[src/sv/nwus_pkg.sv]
// Shared types and constants of the number-with-uncertainty scanner.
package nwus_pkg;

    localparam int CHAR_W  = 8;
    localparam int VAL_W   = 64;
    localparam int EXP_W   = 32;
    localparam int POW_W   = 34;
    localparam int CNT_W   = 16;
    localparam int QDEPTH  = 4;
    localparam int QPTR_W  = $clog2(QDEPTH);
    localparam int QCNT_W  = $clog2(QDEPTH + 1);

    localparam logic [CNT_W-1:0] MAX_TOKEN_LEN = 16'hFFFF;
    localparam logic [EXP_W-1:0] EXP_CAP       = 32'h1000_0000;

    // Character classes produced by the front end.
    localparam logic [2:0] CLS_DIGIT  = 3'd0;
    localparam logic [2:0] CLS_DOT    = 3'd1;
    localparam logic [2:0] CLS_MINUS  = 3'd2;
    localparam logic [2:0] CLS_PLUS   = 3'd3;
    localparam logic [2:0] CLS_EXP    = 3'd4;
    localparam logic [2:0] CLS_LPAREN = 3'd5;
    localparam logic [2:0] CLS_RPAREN = 3'd6;
    localparam logic [2:0] CLS_OTHER  = 3'd7;

    typedef struct packed {
        logic [2:0] cls;
        logic [3:0] digit;
        logic       last;
    } entry_t;

    typedef struct packed {
        logic   valid;
        entry_t entry;
    } q_head_t;

endpackage

[src/sv/nwus_ifs.sv]
// Handshake interfaces for the character and result channels.
interface nwus_char_if;
    logic       valid;
    logic       ready;
    logic [7:0] character;
    logic       final_char;

    modport source (output valid, output character, output final_char, input ready);
    modport sink   (input valid, input character, input final_char, output ready);
endinterface

interface nwus_res_if;
    logic               valid;
    logic               ready;
    logic               valid_res;
    logic               negative;
    logic [63:0]        mantissa;
    logic signed [33:0] power_of_ten;
    logic [63:0]        uncertainty;
    logic [15:0]        int_digit_count;
    logic [15:0]        frac_digit_count;
    logic [15:0]        unc_digit_count;
    logic [15:0]        stop_position;

    modport source (
        output valid, output valid_res, output negative, output mantissa,
        output power_of_ten, output uncertainty, output int_digit_count,
        output frac_digit_count, output unc_digit_count, output stop_position,
        input ready
    );
    modport sink (
        input valid, input valid_res, input negative, input mantissa,
        input power_of_ten, input uncertainty, input int_digit_count,
        input frac_digit_count, input unc_digit_count, input stop_position,
        output ready
    );
endinterface

[src/sv/nwus_front.sv]
// Front end: classify each incoming character and queue it for the scanner.
module nwus_front
    import nwus_pkg::*;
(
    input  logic             clk,
    input  logic             rst_n,
    nwus_char_if.sink        chars,
    output q_head_t          head,
    input  logic             pop
);

    entry_t              q_mem [QDEPTH];
    logic [QPTR_W-1:0]   wr_ptr_reg;
    logic [QPTR_W-1:0]   rd_ptr_reg;
    logic [QCNT_W-1:0]   count_reg;
    logic [QCNT_W-1:0]   count_next;
    logic                push;
    entry_t              new_entry;

    function automatic logic [2:0] classify(input logic [CHAR_W-1:0] c);
        logic [2:0] cls;
        if (c >= "0" && c <= "9")
            cls = CLS_DIGIT;
        else if (c == ".")
            cls = CLS_DOT;
        else if (c == "-")
            cls = CLS_MINUS;
        else if (c == "+")
            cls = CLS_PLUS;
        else if (c == "e" || c == "E")
            cls = CLS_EXP;
        else if (c == "(")
            cls = CLS_LPAREN;
        else if (c == ")")
            cls = CLS_RPAREN;
        else
            cls = CLS_OTHER;
        return cls;
    endfunction

    assign chars.ready = (count_reg != QCNT_W'(QDEPTH));
    assign push        = chars.valid && chars.ready;

    always_comb
    begin
        new_entry.cls   = classify(chars.character);
        new_entry.digit = chars.character[3:0];
        new_entry.last  = chars.final_char;
    end

    always_comb
    begin
        count_next = count_reg;
        if (push && !pop)
            count_next = count_reg + QCNT_W'(1);
        else if (!push && pop)
            count_next = count_reg - QCNT_W'(1);
    end

    assign head.valid = (count_reg != '0);
    assign head.entry = q_mem[rd_ptr_reg];

    always_ff @(posedge clk or negedge rst_n)
    begin
        if (!rst_n)
        begin
            wr_ptr_reg <= '0;
            rd_ptr_reg <= '0;
            count_reg  <= '0;
        end
        else
        begin
            if (push)
                wr_ptr_reg <= wr_ptr_reg + QPTR_W'(1);
            if (pop)
                rd_ptr_reg <= rd_ptr_reg + QPTR_W'(1);
            count_reg <= count_next;
        end
    end

    always_ff @(posedge clk)
    begin
        if (push)
            q_mem[wr_ptr_reg] <= new_entry;
    end

endmodule

[src/sv/nwus_back.sv]
// Back end: token scanner state machine and registered result stage.
module nwus_back
    import nwus_pkg::*;
(
    input  logic       clk,
    input  logic       rst_n,
    input  q_head_t    head,
    output logic       pop,
    nwus_res_if.source results
);

    localparam logic [2:0] PH_START    = 3'd0;
    localparam logic [2:0] PH_INT      = 3'd1;
    localparam logic [2:0] PH_FRAC     = 3'd2;
    localparam logic [2:0] PH_EXP_E    = 3'd3;
    localparam logic [2:0] PH_EXP_SIGN = 3'd4;
    localparam logic [2:0] PH_EXP_DIG  = 3'd5;
    localparam logic [2:0] PH_UNC      = 3'd6;
    localparam logic [2:0] PH_DONE     = 3'd7;

    logic [2:0]       phase_reg, phase_next;
    logic             neg_reg, neg_next;
    logic [VAL_W-1:0] value_reg, value_next;
    logic [EXP_W-1:0] exp_reg, exp_next;
    logic             exp_neg_reg, exp_neg_next;
    logic [VAL_W-1:0] unc_reg, unc_next;
    logic [CNT_W-1:0] int_cnt_reg, int_cnt_next;
    logic [CNT_W-1:0] frac_cnt_reg, frac_cnt_next;
    logic [CNT_W-1:0] unc_cnt_reg, unc_cnt_next;
    logic [CNT_W-1:0] idx_reg, idx_next;
    logic [CNT_W-1:0] e_idx_reg, e_idx_next;
    logic [CNT_W-1:0] stop_reg, stop_next;
    logic             failed_reg, failed_next;

    logic             res_valid_reg;
    logic             res_ok_reg;
    logic             res_neg_reg;
    logic [VAL_W-1:0] res_mant_reg;
    logic [POW_W-1:0] res_pow_reg;
    logic [VAL_W-1:0] res_unc_reg;
    logic [CNT_W-1:0] res_int_reg;
    logic [CNT_W-1:0] res_frac_reg;
    logic [CNT_W-1:0] res_ucnt_reg;
    logic [CNT_W-1:0] res_stop_reg;

    logic [2:0]       cls;
    logic             last;
    logic             is_dig;
    logic [VAL_W-1:0] value_mul;
    logic [VAL_W-1:0] unc_mul;
    logic [EXP_W-1:0] exp_mul;
    logic [2:0]       ph;
    logic             skip;
    logic             none_yet;
    logic             ok;
    logic [CNT_W-1:0] stop_fin;
    logic [POW_W-1:0] exp_ext;
    logic [POW_W-1:0] exp_signed;
    logic [POW_W-1:0] pow_fin;

    assign cls    = head.entry.cls;
    assign last   = head.entry.last;
    assign is_dig = (cls == CLS_DIGIT);

    // Times ten plus digit, as shifts and adds.
    assign value_mul = (value_reg << 3) + (value_reg << 1) + VAL_W'(head.entry.digit);
    assign unc_mul   = (unc_reg << 3) + (unc_reg << 1) + VAL_W'(head.entry.digit);
    assign exp_mul   = (exp_reg << 3) + (exp_reg << 1) + EXP_W'(head.entry.digit);

    assign none_yet = (int_cnt_reg == '0) && (frac_cnt_reg == '0);

    // A final character needs the result slot; others never wait on it.
    assign pop = head.valid && (!last || !res_valid_reg || results.ready);

    always_comb
    begin
        phase_next    = phase_reg;
        neg_next      = neg_reg;
        value_next    = value_reg;
        exp_next      = exp_reg;
        exp_neg_next  = exp_neg_reg;
        unc_next      = unc_reg;
        int_cnt_next  = int_cnt_reg;
        frac_cnt_next = frac_cnt_reg;
        unc_cnt_next  = unc_cnt_reg;
        idx_next      = idx_reg;
        e_idx_next    = e_idx_reg;
        stop_next     = stop_reg;
        failed_next   = failed_reg;
        ph            = phase_reg;
        skip          = 1'b0;

        if (idx_reg == MAX_TOKEN_LEN)
        begin
            failed_next = 1'b1;
        end
        else
        begin
            idx_next = idx_reg + CNT_W'(1);
            if (!failed_reg)
            begin
                if (phase_reg == PH_START)
                begin
                    phase_next = PH_INT;
                    ph         = PH_INT;
                    if (cls == CLS_MINUS)
                    begin
                        neg_next = 1'b1;
                        skip     = 1'b1;
                    end
                    else if (cls == CLS_PLUS)
                    begin
                        skip = 1'b1;
                    end
                end
                if (!skip)
                begin
                    unique case (ph)
                        PH_INT, PH_FRAC:
                        begin
                            if (is_dig)
                            begin
                                value_next = value_mul;
                                if (ph == PH_INT)
                                    int_cnt_next = int_cnt_reg + CNT_W'(1);
                                else
                                    frac_cnt_next = frac_cnt_reg + CNT_W'(1);
                            end
                            else if (ph == PH_INT && cls == CLS_DOT)
                            begin
                                phase_next = PH_FRAC;
                            end
                            else if (none_yet)
                            begin
                                failed_next = 1'b1;
                            end
                            else if (cls == CLS_EXP)
                            begin
                                e_idx_next = idx_reg;
                                phase_next = PH_EXP_E;
                            end
                            else if (cls == CLS_LPAREN)
                            begin
                                phase_next = PH_UNC;
                            end
                            else
                            begin
                                phase_next = PH_DONE;
                                stop_next  = idx_reg;
                            end
                        end
                        PH_EXP_E, PH_EXP_SIGN, PH_EXP_DIG:
                        begin
                            if (ph == PH_EXP_E && cls == CLS_MINUS)
                            begin
                                exp_neg_next = 1'b1;
                                phase_next   = PH_EXP_SIGN;
                            end
                            else if (ph == PH_EXP_E && cls == CLS_PLUS)
                            begin
                                phase_next = PH_EXP_SIGN;
                            end
                            else if (is_dig)
                            begin
                                // Stop growing once the cap is reached.
                                if (exp_reg < EXP_CAP)
                                    exp_next = exp_mul;
                                phase_next = PH_EXP_DIG;
                            end
                            else if (ph == PH_EXP_DIG && cls == CLS_LPAREN)
                            begin
                                phase_next = PH_UNC;
                            end
                            else if (ph == PH_EXP_DIG)
                            begin
                                phase_next = PH_DONE;
                                stop_next  = idx_reg;
                            end
                            else
                            begin
                                // No exponent digit: back off to the 'e'.
                                phase_next = PH_DONE;
                                stop_next  = e_idx_reg;
                            end
                        end
                        PH_UNC:
                        begin
                            if (is_dig)
                            begin
                                unc_next     = unc_mul;
                                unc_cnt_next = unc_cnt_reg + CNT_W'(1);
                            end
                            else if (cls == CLS_RPAREN)
                            begin
                                phase_next = PH_DONE;
                                stop_next  = idx_reg + CNT_W'(1);
                            end
                            else
                            begin
                                failed_next = 1'b1;
                            end
                        end
                        default:
                        begin
                            // Done: ignore the rest of the token.
                        end
                    endcase
                end
            end
        end
    end

    // End-of-token evaluation on the updated state.
    always_comb
    begin
        ok       = !failed_next;
        stop_fin = stop_next;
        unique case (phase_next) inside
            PH_INT, PH_FRAC:
            begin
                if (int_cnt_next == '0 && frac_cnt_next == '0)
                    ok = 1'b0;
                else
                    stop_fin = idx_next;
            end
            PH_EXP_E, PH_EXP_SIGN:
                stop_fin = e_idx_next;
            PH_EXP_DIG:
                stop_fin = idx_next;
            PH_DONE:
                stop_fin = stop_next;
            default:
                ok = 1'b0;
        endcase
    end

    assign exp_ext    = {{(POW_W - EXP_W){1'b0}}, exp_next};
    assign exp_signed = exp_neg_next ? (POW_W'(0) - exp_ext) : exp_ext;
    assign pow_fin    = exp_signed - {{(POW_W - CNT_W){1'b0}}, frac_cnt_next};

    always_ff @(posedge clk or negedge rst_n)
    begin
        if (!rst_n)
        begin
            phase_reg     <= PH_START;
            neg_reg       <= 1'b0;
            value_reg     <= '0;
            exp_reg       <= '0;
            exp_neg_reg   <= 1'b0;
            unc_reg       <= '0;
            int_cnt_reg   <= '0;
            frac_cnt_reg  <= '0;
            unc_cnt_reg   <= '0;
            idx_reg       <= '0;
            e_idx_reg     <= '0;
            stop_reg      <= '0;
            failed_reg    <= 1'b0;
            res_valid_reg <= 1'b0;
        end
        else
        begin
            if (pop && last)
            begin
                phase_reg     <= PH_START;
                neg_reg       <= 1'b0;
                value_reg     <= '0;
                exp_reg       <= '0;
                exp_neg_reg   <= 1'b0;
                unc_reg       <= '0;
                int_cnt_reg   <= '0;
                frac_cnt_reg  <= '0;
                unc_cnt_reg   <= '0;
                idx_reg       <= '0;
                e_idx_reg     <= '0;
                stop_reg      <= '0;
                failed_reg    <= 1'b0;
                res_valid_reg <= 1'b1;
            end
            else
            begin
                if (pop)
                begin
                    phase_reg    <= phase_next;
                    neg_reg      <= neg_next;
                    value_reg    <= value_next;
                    exp_reg      <= exp_next;
                    exp_neg_reg  <= exp_neg_next;
                    unc_reg      <= unc_next;
                    int_cnt_reg  <= int_cnt_next;
                    frac_cnt_reg <= frac_cnt_next;
                    unc_cnt_reg  <= unc_cnt_next;
                    idx_reg      <= idx_next;
                    e_idx_reg    <= e_idx_next;
                    stop_reg     <= stop_next;
                    failed_reg   <= failed_next;
                end
                if (results.ready)
                    res_valid_reg <= 1'b0;
            end
        end
    end

    always_ff @(posedge clk)
    begin
        if (pop && last)
        begin
            res_ok_reg   <= ok;
            res_neg_reg  <= neg_next;
            res_mant_reg <= value_next;
            res_pow_reg  <= pow_fin;
            res_unc_reg  <= unc_next;
            res_int_reg  <= int_cnt_next;
            res_frac_reg <= frac_cnt_next;
            res_ucnt_reg <= unc_cnt_next;
            res_stop_reg <= stop_fin;
        end
    end

    // An invalid result shows zero in every field.
    assign results.valid            = res_valid_reg;
    assign results.valid_res        = res_ok_reg;
    assign results.negative         = res_ok_reg & res_neg_reg;
    assign results.mantissa         = res_ok_reg ? res_mant_reg : '0;
    assign results.power_of_ten     = res_ok_reg ? $signed(res_pow_reg) : '0;
    assign results.uncertainty      = res_ok_reg ? res_unc_reg : '0;
    assign results.int_digit_count  = res_ok_reg ? res_int_reg : '0;
    assign results.frac_digit_count = res_ok_reg ? res_frac_reg : '0;
    assign results.unc_digit_count  = res_ok_reg ? res_ucnt_reg : '0;
    assign results.stop_position    = res_ok_reg ? res_stop_reg : '0;

endmodule

[src/sv/number_with_uncertainty_scanner.sv]
// Top level of the decimal number scanner with parenthesized uncertainty.
//
// Usage: feed one numeric token on the chars channel, one byte per request,
// with final_char set on the last byte. For every token exactly one result
// request appears on the results channel: valid_res, sign, 64-bit mantissa,
// signed power of ten, uncertainty, the three digit counts and the index of
// the first byte not consumed. When valid_res is 0 all other fields read 0.
//
// Throughput: one byte per cycle, sustained, tokens back to back, while the
// receiver takes results; the back-end scanner loop, a times-ten-and-add per
// byte, sets the rate. A final byte passes the queue, then the result register.
//
// The front end classifies bytes into a four-entry queue; the back end runs
// the scanner and holds the result in an output register. A stalled receiver
// holds a final byte at the queue head while a result is pending; bytes ahead
// of it drain, and the queue fills behind it before chars.ready drops.
//
// Reset (rst_n low, asynchronous) empties the queue, drops any pending result
// and returns the scanner to the start of a token.
module number_with_uncertainty_scanner
    import nwus_pkg::*;
(
    input  logic       clk,
    input  logic       rst_n,
    nwus_char_if.sink  chars,
    nwus_res_if.source results
);

    // Head of the classified-byte queue and its pop strobe.
    q_head_t head;
    logic    pop;

    nwus_front u_front (
        .clk   (clk),
        .rst_n (rst_n),
        .chars (chars),
        .head  (head),
        .pop   (pop)
    );

    nwus_back u_back (
        .clk     (clk),
        .rst_n   (rst_n),
        .head    (head),
        .pop     (pop),
        .results (results)
    );

endmodule

[src/flat_wrapper.sv]
// flat-port wrapper written by rule: the top's interface ports become plain ports
module number_with_uncertainty_scanner_flat import nwus_pkg::*;
  (clk, rst_n, chars_valid, chars_character, chars_final_char, chars_ready, results_valid, results_valid_res, results_negative, results_mantissa, results_power_of_ten, results_uncertainty, results_int_digit_count, results_frac_digit_count, results_unc_digit_count, results_stop_position, results_ready);
  nwus_char_if chars_i ();
  nwus_res_if results_i ();
  input  logic clk;
  input  logic rst_n;
  input wire logic [$bits(chars_i.valid)-1:0] chars_valid;
  input wire logic [$bits(chars_i.character)-1:0] chars_character;
  input wire logic [$bits(chars_i.final_char)-1:0] chars_final_char;
  output wire logic [$bits(chars_i.ready)-1:0] chars_ready;
  output wire logic [$bits(results_i.valid)-1:0] results_valid;
  output wire logic [$bits(results_i.valid_res)-1:0] results_valid_res;
  output wire logic [$bits(results_i.negative)-1:0] results_negative;
  output wire logic [$bits(results_i.mantissa)-1:0] results_mantissa;
  output wire logic [$bits(results_i.power_of_ten)-1:0] results_power_of_ten;
  output wire logic [$bits(results_i.uncertainty)-1:0] results_uncertainty;
  output wire logic [$bits(results_i.int_digit_count)-1:0] results_int_digit_count;
  output wire logic [$bits(results_i.frac_digit_count)-1:0] results_frac_digit_count;
  output wire logic [$bits(results_i.unc_digit_count)-1:0] results_unc_digit_count;
  output wire logic [$bits(results_i.stop_position)-1:0] results_stop_position;
  input wire logic [$bits(results_i.ready)-1:0] results_ready;
  assign chars_i.valid = chars_valid;
  assign chars_i.character = chars_character;
  assign chars_i.final_char = chars_final_char;
  assign chars_ready = chars_i.ready;
  assign results_valid = results_i.valid;
  assign results_valid_res = results_i.valid_res;
  assign results_negative = results_i.negative;
  assign results_mantissa = results_i.mantissa;
  assign results_power_of_ten = results_i.power_of_ten;
  assign results_uncertainty = results_i.uncertainty;
  assign results_int_digit_count = results_i.int_digit_count;
  assign results_frac_digit_count = results_i.frac_digit_count;
  assign results_unc_digit_count = results_i.unc_digit_count;
  assign results_stop_position = results_i.stop_position;
  assign results_i.ready = results_ready;
  number_with_uncertainty_scanner u_core (.clk(clk), .rst_n(rst_n), .chars(chars_i), .results(results_i));
endmodule
[config.mk]
export PLATFORM = sky130hd
export DESIGN_NAME = number_with_uncertainty_scanner_flat
export DESIGN_NICKNAME = d
export VERILOG_FILES = /design/src/sv/nwus_pkg.sv /design/src/sv/nwus_ifs.sv /design/src/sv/nwus_front.sv /design/src/sv/nwus_back.sv /design/src/sv/number_with_uncertainty_scanner.sv /design/src/flat_wrapper.sv
export SDC_FILE = /design/constraint.sdc
export NUM_CORES = 2
export LEC_CHECK = 0
export BUFFER_PORTS_ARGS = -buffer_cell sky130_fd_sc_hd__buf_2
export CAP_MARGIN = 20
export CORE_MARGIN = 3
export CORE_UTILIZATION = 42
export DETAILED_ROUTE_END_ITERATION = 16
export SKIP_LAST_GASP = 1
export SLEW_MARGIN = 20
export SYNTH_ARGS = -nofsm -noshare
export SYNTH_HDL_FRONTEND = slang
export SYNTH_HIERARCHICAL = 1
export SYNTH_SLANG_ARGS = --single-unit
[constraint.sdc]
create_clock -name clk -period 8.1 [get_ports clk]
set_input_delay 0.81 -clock clk [delete_from_list [all_inputs] [get_ports clk]]
set_output_delay 0.81 -clock clk [all_outputs]
set_load 0.01 [all_outputs]
# ---- After elaboration in Yosys (flattened, before gate mapping)
# Memories as Yosys holds them, arrays and structs flattened.
# Index checks and enable logic that the tools add are counted.
dict set report classes {
  reduce_logical 35
  bitwise 1
  n_mul 0
  add_sub_neg 16
  mux 152
  eq_ne 27
  shift 0
  n_div 0
  order_cmp 3
}
# op count
set op_table {}
lappend op_table {{two-way mux 64 bit} 16}
lappend op_table {{two-way mux 16 bit} 58}
lappend op_table {{two-way mux 32 bit} 10}
lappend op_table {{adder 64 x 4 -> 64 bit} 2}
lappend op_table {{adder 64 bit} 2}
lappend op_table {{case mux 16 bit (3 select lines)} 2}
lappend op_table {{two-way mux 34 bit} 2}
lappend op_table {{adder 16 x 1 -> 16 bit (second input constant)} 4}
lappend op_table {{zero test 16 bit} 4}
lappend op_table {{two-way mux 3 bit} 20}
lappend op_table {{equality test 8 x 6 -> 1 bit (second input constant)} 5}
lappend op_table {{two-way mux 1 bit} 36}
lappend op_table {{subtractor 34 x 16 -> 34 bit} 1}
lappend op_table {{subtractor 1 x 32 -> 33 bit (first input constant)} 1}
lappend op_table {{adder 32 bit} 1}
lappend op_table {{adder 32 x 4 -> 32 bit} 1}
lappend op_table {{< comparator 32 x 29 -> 1 bit (second input constant)} 1}
lappend op_table {{equality test 3 bit (second input constant)} 9}
lappend op_table {{equality test 3 x 2 -> 1 bit (second input constant)} 6}
lappend op_table {{equality test 16 bit (second input constant)} 1}
lappend op_table {{equality test 8 x 7 -> 1 bit (second input constant)} 2}
lappend op_table {{logical AND 1 bit} 12}
lappend op_table {{two-way mux 2 bit} 5}
lappend op_table {{equality test 3 x 1 -> 1 bit (second input constant)} 3}
lappend op_table {{17 further kinds} 30}
dict set report word_totals {
  ram_bits 32
  memories 1
  output_inout_bits 230
  rom_bits 0
  latchBits 0
  reg_bits 498
}
# name depth width read_ports rd_clocked_by_memory_dff wr line_no
set mem_list {}
lappend mem_list {u_core.u_front.q_mem 4 8 1 0 1 nwus_front.sv:12} ;# entry_t q_mem [QDEPTH];

# ---- Logic depth before layout (Yosys ltp)
dict set report depth {
  word_depth 17
  depth_mapped 31
  mapped_depth_nobuf 25
}

# ---- By module
# The synthesis kept the hierarchy.
# mod n_inst area_each_um2 cells_per_inst seq_area_each_um2
set modules_own_cells {}
lappend modules_own_cells {nwus_back 1 35845.6 3949 13427.9}
lappend modules_own_cells {nwus_front 1 1697.9 98 1136.1}

# ---- Worst setup path before layout
# No wires, ideal clock.
dict set report synth_path {
  kind {register -> register}
  startpoint {reg u_core.u_front.rd_ptr_reg[0]}
  endpoint {reg u_core.u_back.res_pow_reg[32], data pin}
  path_slack_ns 1.064
  t_arrival_ns 6.771
  setup_time_ns 0.265
  period_less_slack_ns 7.036
  path_buffers 6
  path_stages_with_launch 32
  t_required_ns 7.835
  path_cell_list {dfrtp_1 buf_4 mux4_2 clkbuf_1 nor4_1 o211ai_1 nor2_2 dlygate4sd1_1 clkbuf_1 clkbuf_1 nor2_1 a21oi_1 ha_1 nand2b_1 or4_1 o21ai_2 or3b_1 buf_6 nand2_1 xnor2_1 ha_1 and2_1 or2_2 nand2_1 o211ai_1 a31o_2 a21oi_1 o211ai_2 nor2_1 nor4bb_4 nand2_1 xor2_1}
}
# element line_no
set synth_lines {}
lappend synth_lines {{start: declaration} nwus_front.sv:14} ;# logic [QPTR_W-1:0] rd_ptr_reg;
lappend synth_lines {{start signal: assignment} nwus_front.sv:76} ;# rd_ptr_reg <= rd_ptr_reg + QPTR_W'(1);
lappend synth_lines {{end signal: assignment} nwus_back.sv:310} ;# res_pow_reg <= pow_fin;
lappend synth_lines {{end: declaration} nwus_back.sv:39} ;# logic [POW_W-1:0] res_pow_reg;

==> summary.txt <==
GRT
  – Largest net degree at the start of global routing: 135
  – Gr usage total: 0.224
  – Global-route wire length before repair: 170000 um
  – Initial antenna violation count: 2
  – Grt total ovfl: 0
  – Number of global-route vias before repair: 29900

Cells and area
  – Final nets: 4526
  – Diodes inserted: 0
  – Share of post-route cells with drive strength above 1: 0.111
  – Finished Cell Area: 0.0419 mm^2
  – Non-Filler Instances: 5393
  – Final Core Density: 0.473
  – Area grow syn2layout: 11.6%

Timing
  – Hold Slack: 197 ps
  – Post-route setup TNS: 0 ps
  – Setup ws final: 926 ps
  – # setup viols final: 0
  – Min Clock Period, post-route: 7170 ps
  – Slew Viols, Final: 0
  – Slew headroom: 0.247
  – Final worst-path cycle share: 0.886
  – Final hold violations: 0
  – Clock skew: 28.1 ps
  – Least-Margin Pin Slew: 1130 ps
  – Fmax: 139 MHz
  – RSZ-0062 raised after global routing: no

Logic synthesis
  – Adder-cell share of the synthesized area: 0.114
  – Complex-gate fraction of the synthesized area: 0.206
  – Synth area leaders: edfxtp_1 (21%), dfrtp_1 (18%), ha_1 (11%)
  – Avg Inst Size Synth: 9.28 um^2
  – Cell count after synthesis: 4047
  – Yosys warns: 6
  – Synth area leader: edfxtp_1
  – Register area share after synthesis: 0.388
  – Xor and xnor area share after synthesis: 0.0599
  – Post-synthesis instance area: 0.0375 mm^2
  – Synth Area in Simple Gates: 0.184
  – Post-synth EDFFs: 260
  – Largest family of logic cells by synthesized area: compound AO/OA/AOI/OAI gates
  – Top-area cell type share of the netlist area: 0.208
  – Cell variety after synth: 109
  – Synthesized Nets: 4398
  – Mux contribution to synthesized area: 0.0148
  – Synth Flop Type: dfrtp_1
  – Ys async rst share: 0.509
  – Yosys reg bits: 530

Pwr
  – Switching share of power: 0.395
  – Worst IR Drop VDD: 0.298 mV
  – Leakage: 19.6 nW
  – Power per Cell Area: 269 mW/mm^2
  – Psw: 4.44 mW
  – Internal power: 6.80 mW
  – Total design power: 11.2 mW
  – Clock power frac: 0.266
  – Sequential share of power: 0.358
  – Comb pwr share: 0.377

Die
  – Starting Density: 0.424
  – Top Ports: 243
  – Core area: 0.0885 mm^2
  – Die width: 305 um
  – Die ar.: 0.0930 mm^2
  – Std-Cell Rows: 109
  – Die Ht: 305 um

Setup path
  – Buffers & Inverters on Critical Path: 1
  – R2R Path Start: u_core/u_front/rd_ptr_reg[0]
  – R2r setup slk: 930 ps
  – CP max stage delay: 700 ps
  – Worst path most repeated cell: nand2_1
  – CP Launch Type: flop
  – Crit path required time: 8480 ps
  – Worst path top cell family by delay: simple AND/OR/NAND/NOR gates
  – Crit. End Element: flop
  – Critical path data arrival time: 7560 ps
  – CP max FO: 16
  – Worst Reg-to-Reg Cells: 26
  – Critical path class: reg2reg
  – Reg2reg end: u_core/u_back/res_pow_reg[32]
  – Slowest cell on the critical path: mux4_2

Place
  – Dpl cells: 5275
  – PortBufs: 242
  – Routability cong.: 0.908
  – Area post-placement: 0.0397 mm^2
  – DP Wirelength: 74400 um
  – Place WS: 925 ps

Clock network
  – CTS max path bufs: 3
  – Clock latency on the worst-skew pair: 640 ps
  – Reg clk slew, reported paths: 60 ps
  – CTS tree: yes
  – H-tree levels: 2
  – CTS sink cnt: 530
  – Post_cts resized: 0
  – Setup fix buffers added after clock tree synthesis: 0
  – Root buf cell: clkbuf_16
  – Hold_buf cts: 0
  – Total CTS buffers: 61

Hold path
  – Worst hold path class: in2async

Detailed routing
  – Vias/cell: 5.75
  – DRT iter0 DRCs: 2361
  – First-pass detailed-route iteration total: 5
  – Final wirelength: 106000 um
  – DRC violations left: 0
  – Routed Antenna Nets: 0
  – Vias: 31000
  – DR WL/cell: 19.7 um

Outcome
  – Status: finished clean

Flow run
  – Maxcap violations: 0
## cells in the final DEF (no fill, tap or decap), drive strengths merged, types with 78 or more instances in the layout
master,count
inv,104
clkbuf,78
a21o,122
edfxtp,260
dfrtp,270
a22o,137
a21oi,238
xnor2,158
nor2,217
buf,282
nand2,538
and2,244
ha,330
xor2,97
o21ai,360
## metal layers
layer,global-route usage,vias to the layer above,share of wire
met5,0,-,0.00026
li1,-,15000,-
met4,0.0560,4,0.023
met3,0.0380,146,0.065
met1,0.332,14900,0.48
met2,0.340,872,0.43
## worst max-delay path by stage
stage / startpoint / to / slack (ps) / cells after the start
final: u_core/u_front/rd_ptr_reg[0] / u_core/u_back/res_pow_reg[32] / 930 / 26
after global routing: u_core/u_front/rd_ptr_reg[0] / u_core/u_back/res_pow_reg[32] / 450 / 26
after CTS: u_core/u_front/rd_ptr_reg[0] / u_core/u_back/res_pow_reg[32] / 910 / 26
after detailed placement: u_core/u_front/rd_ptr_reg[0] / u_core/u_back/res_pow_reg[32] / 920 / 26
after global placement: u_core/u_front/rd_ptr_reg[0] / u_core/u_back/res_pow_reg[32] / 1050 / 26
after floorplan: u_core/u_front/rd_ptr_reg[0] / u_core/u_back/res_pow_reg[32] / 1060 / 31
## final cells by class
type | count | area (um^2)
clock buffer | 78 | 1680
inverter | 101 | 387
clock inverter | 38 | 485
multi-input combinational | 3199 | 21800
tap | 1165 | 1460
sequential | 530 | 14600
fill | 8397 | 46600
timing repair buffer | 282 | 1550
## power by group through the flow
| stage | logic [mW] | clock network (mW) | registers (mW) |
|---|---|---|---|
| after floorplan | 2.62 | 0 | 4.10 |
| after global placement | 4.23 | 0 | 4.06 |
| after detailed placement | 4.25 | 0 | 4.07 |
| after CTS | 4.26 | 3.07 | 4.03 |
| after global routing | 4.64 | 3.17 | 4.10 |
| final | 4.24 | 2.99 | 4.02 |
## synth_stat cells (39+ instances only)
library cell  number
nand2_1          537
dfrtp_1          270
a21o_1           122
inv_1            101
xnor2_1          158
nand4_1           39
xor2_1            95
a21oi_1          238
nor3_1            52
edfxtp_1         260
and2_1           242
o21ai_0          342
nand3_1           68
ha_1             330
clkbuf_1         189
nor2_1           212
a22o_1           137
## cell families after synthesis
| group | count (synthesis) |
|---|---|
| buffers and inverters | 318 |
| AOI/OAI and AO/OA | 1182 |
| adders and majority gates | 338 |
| DFF | 530 |
| muxes | 43 |
| xor gates and xnor gates | 255 |
| and+or+nand+nor | 1381 |
Power figures use the tool's default switching activity.
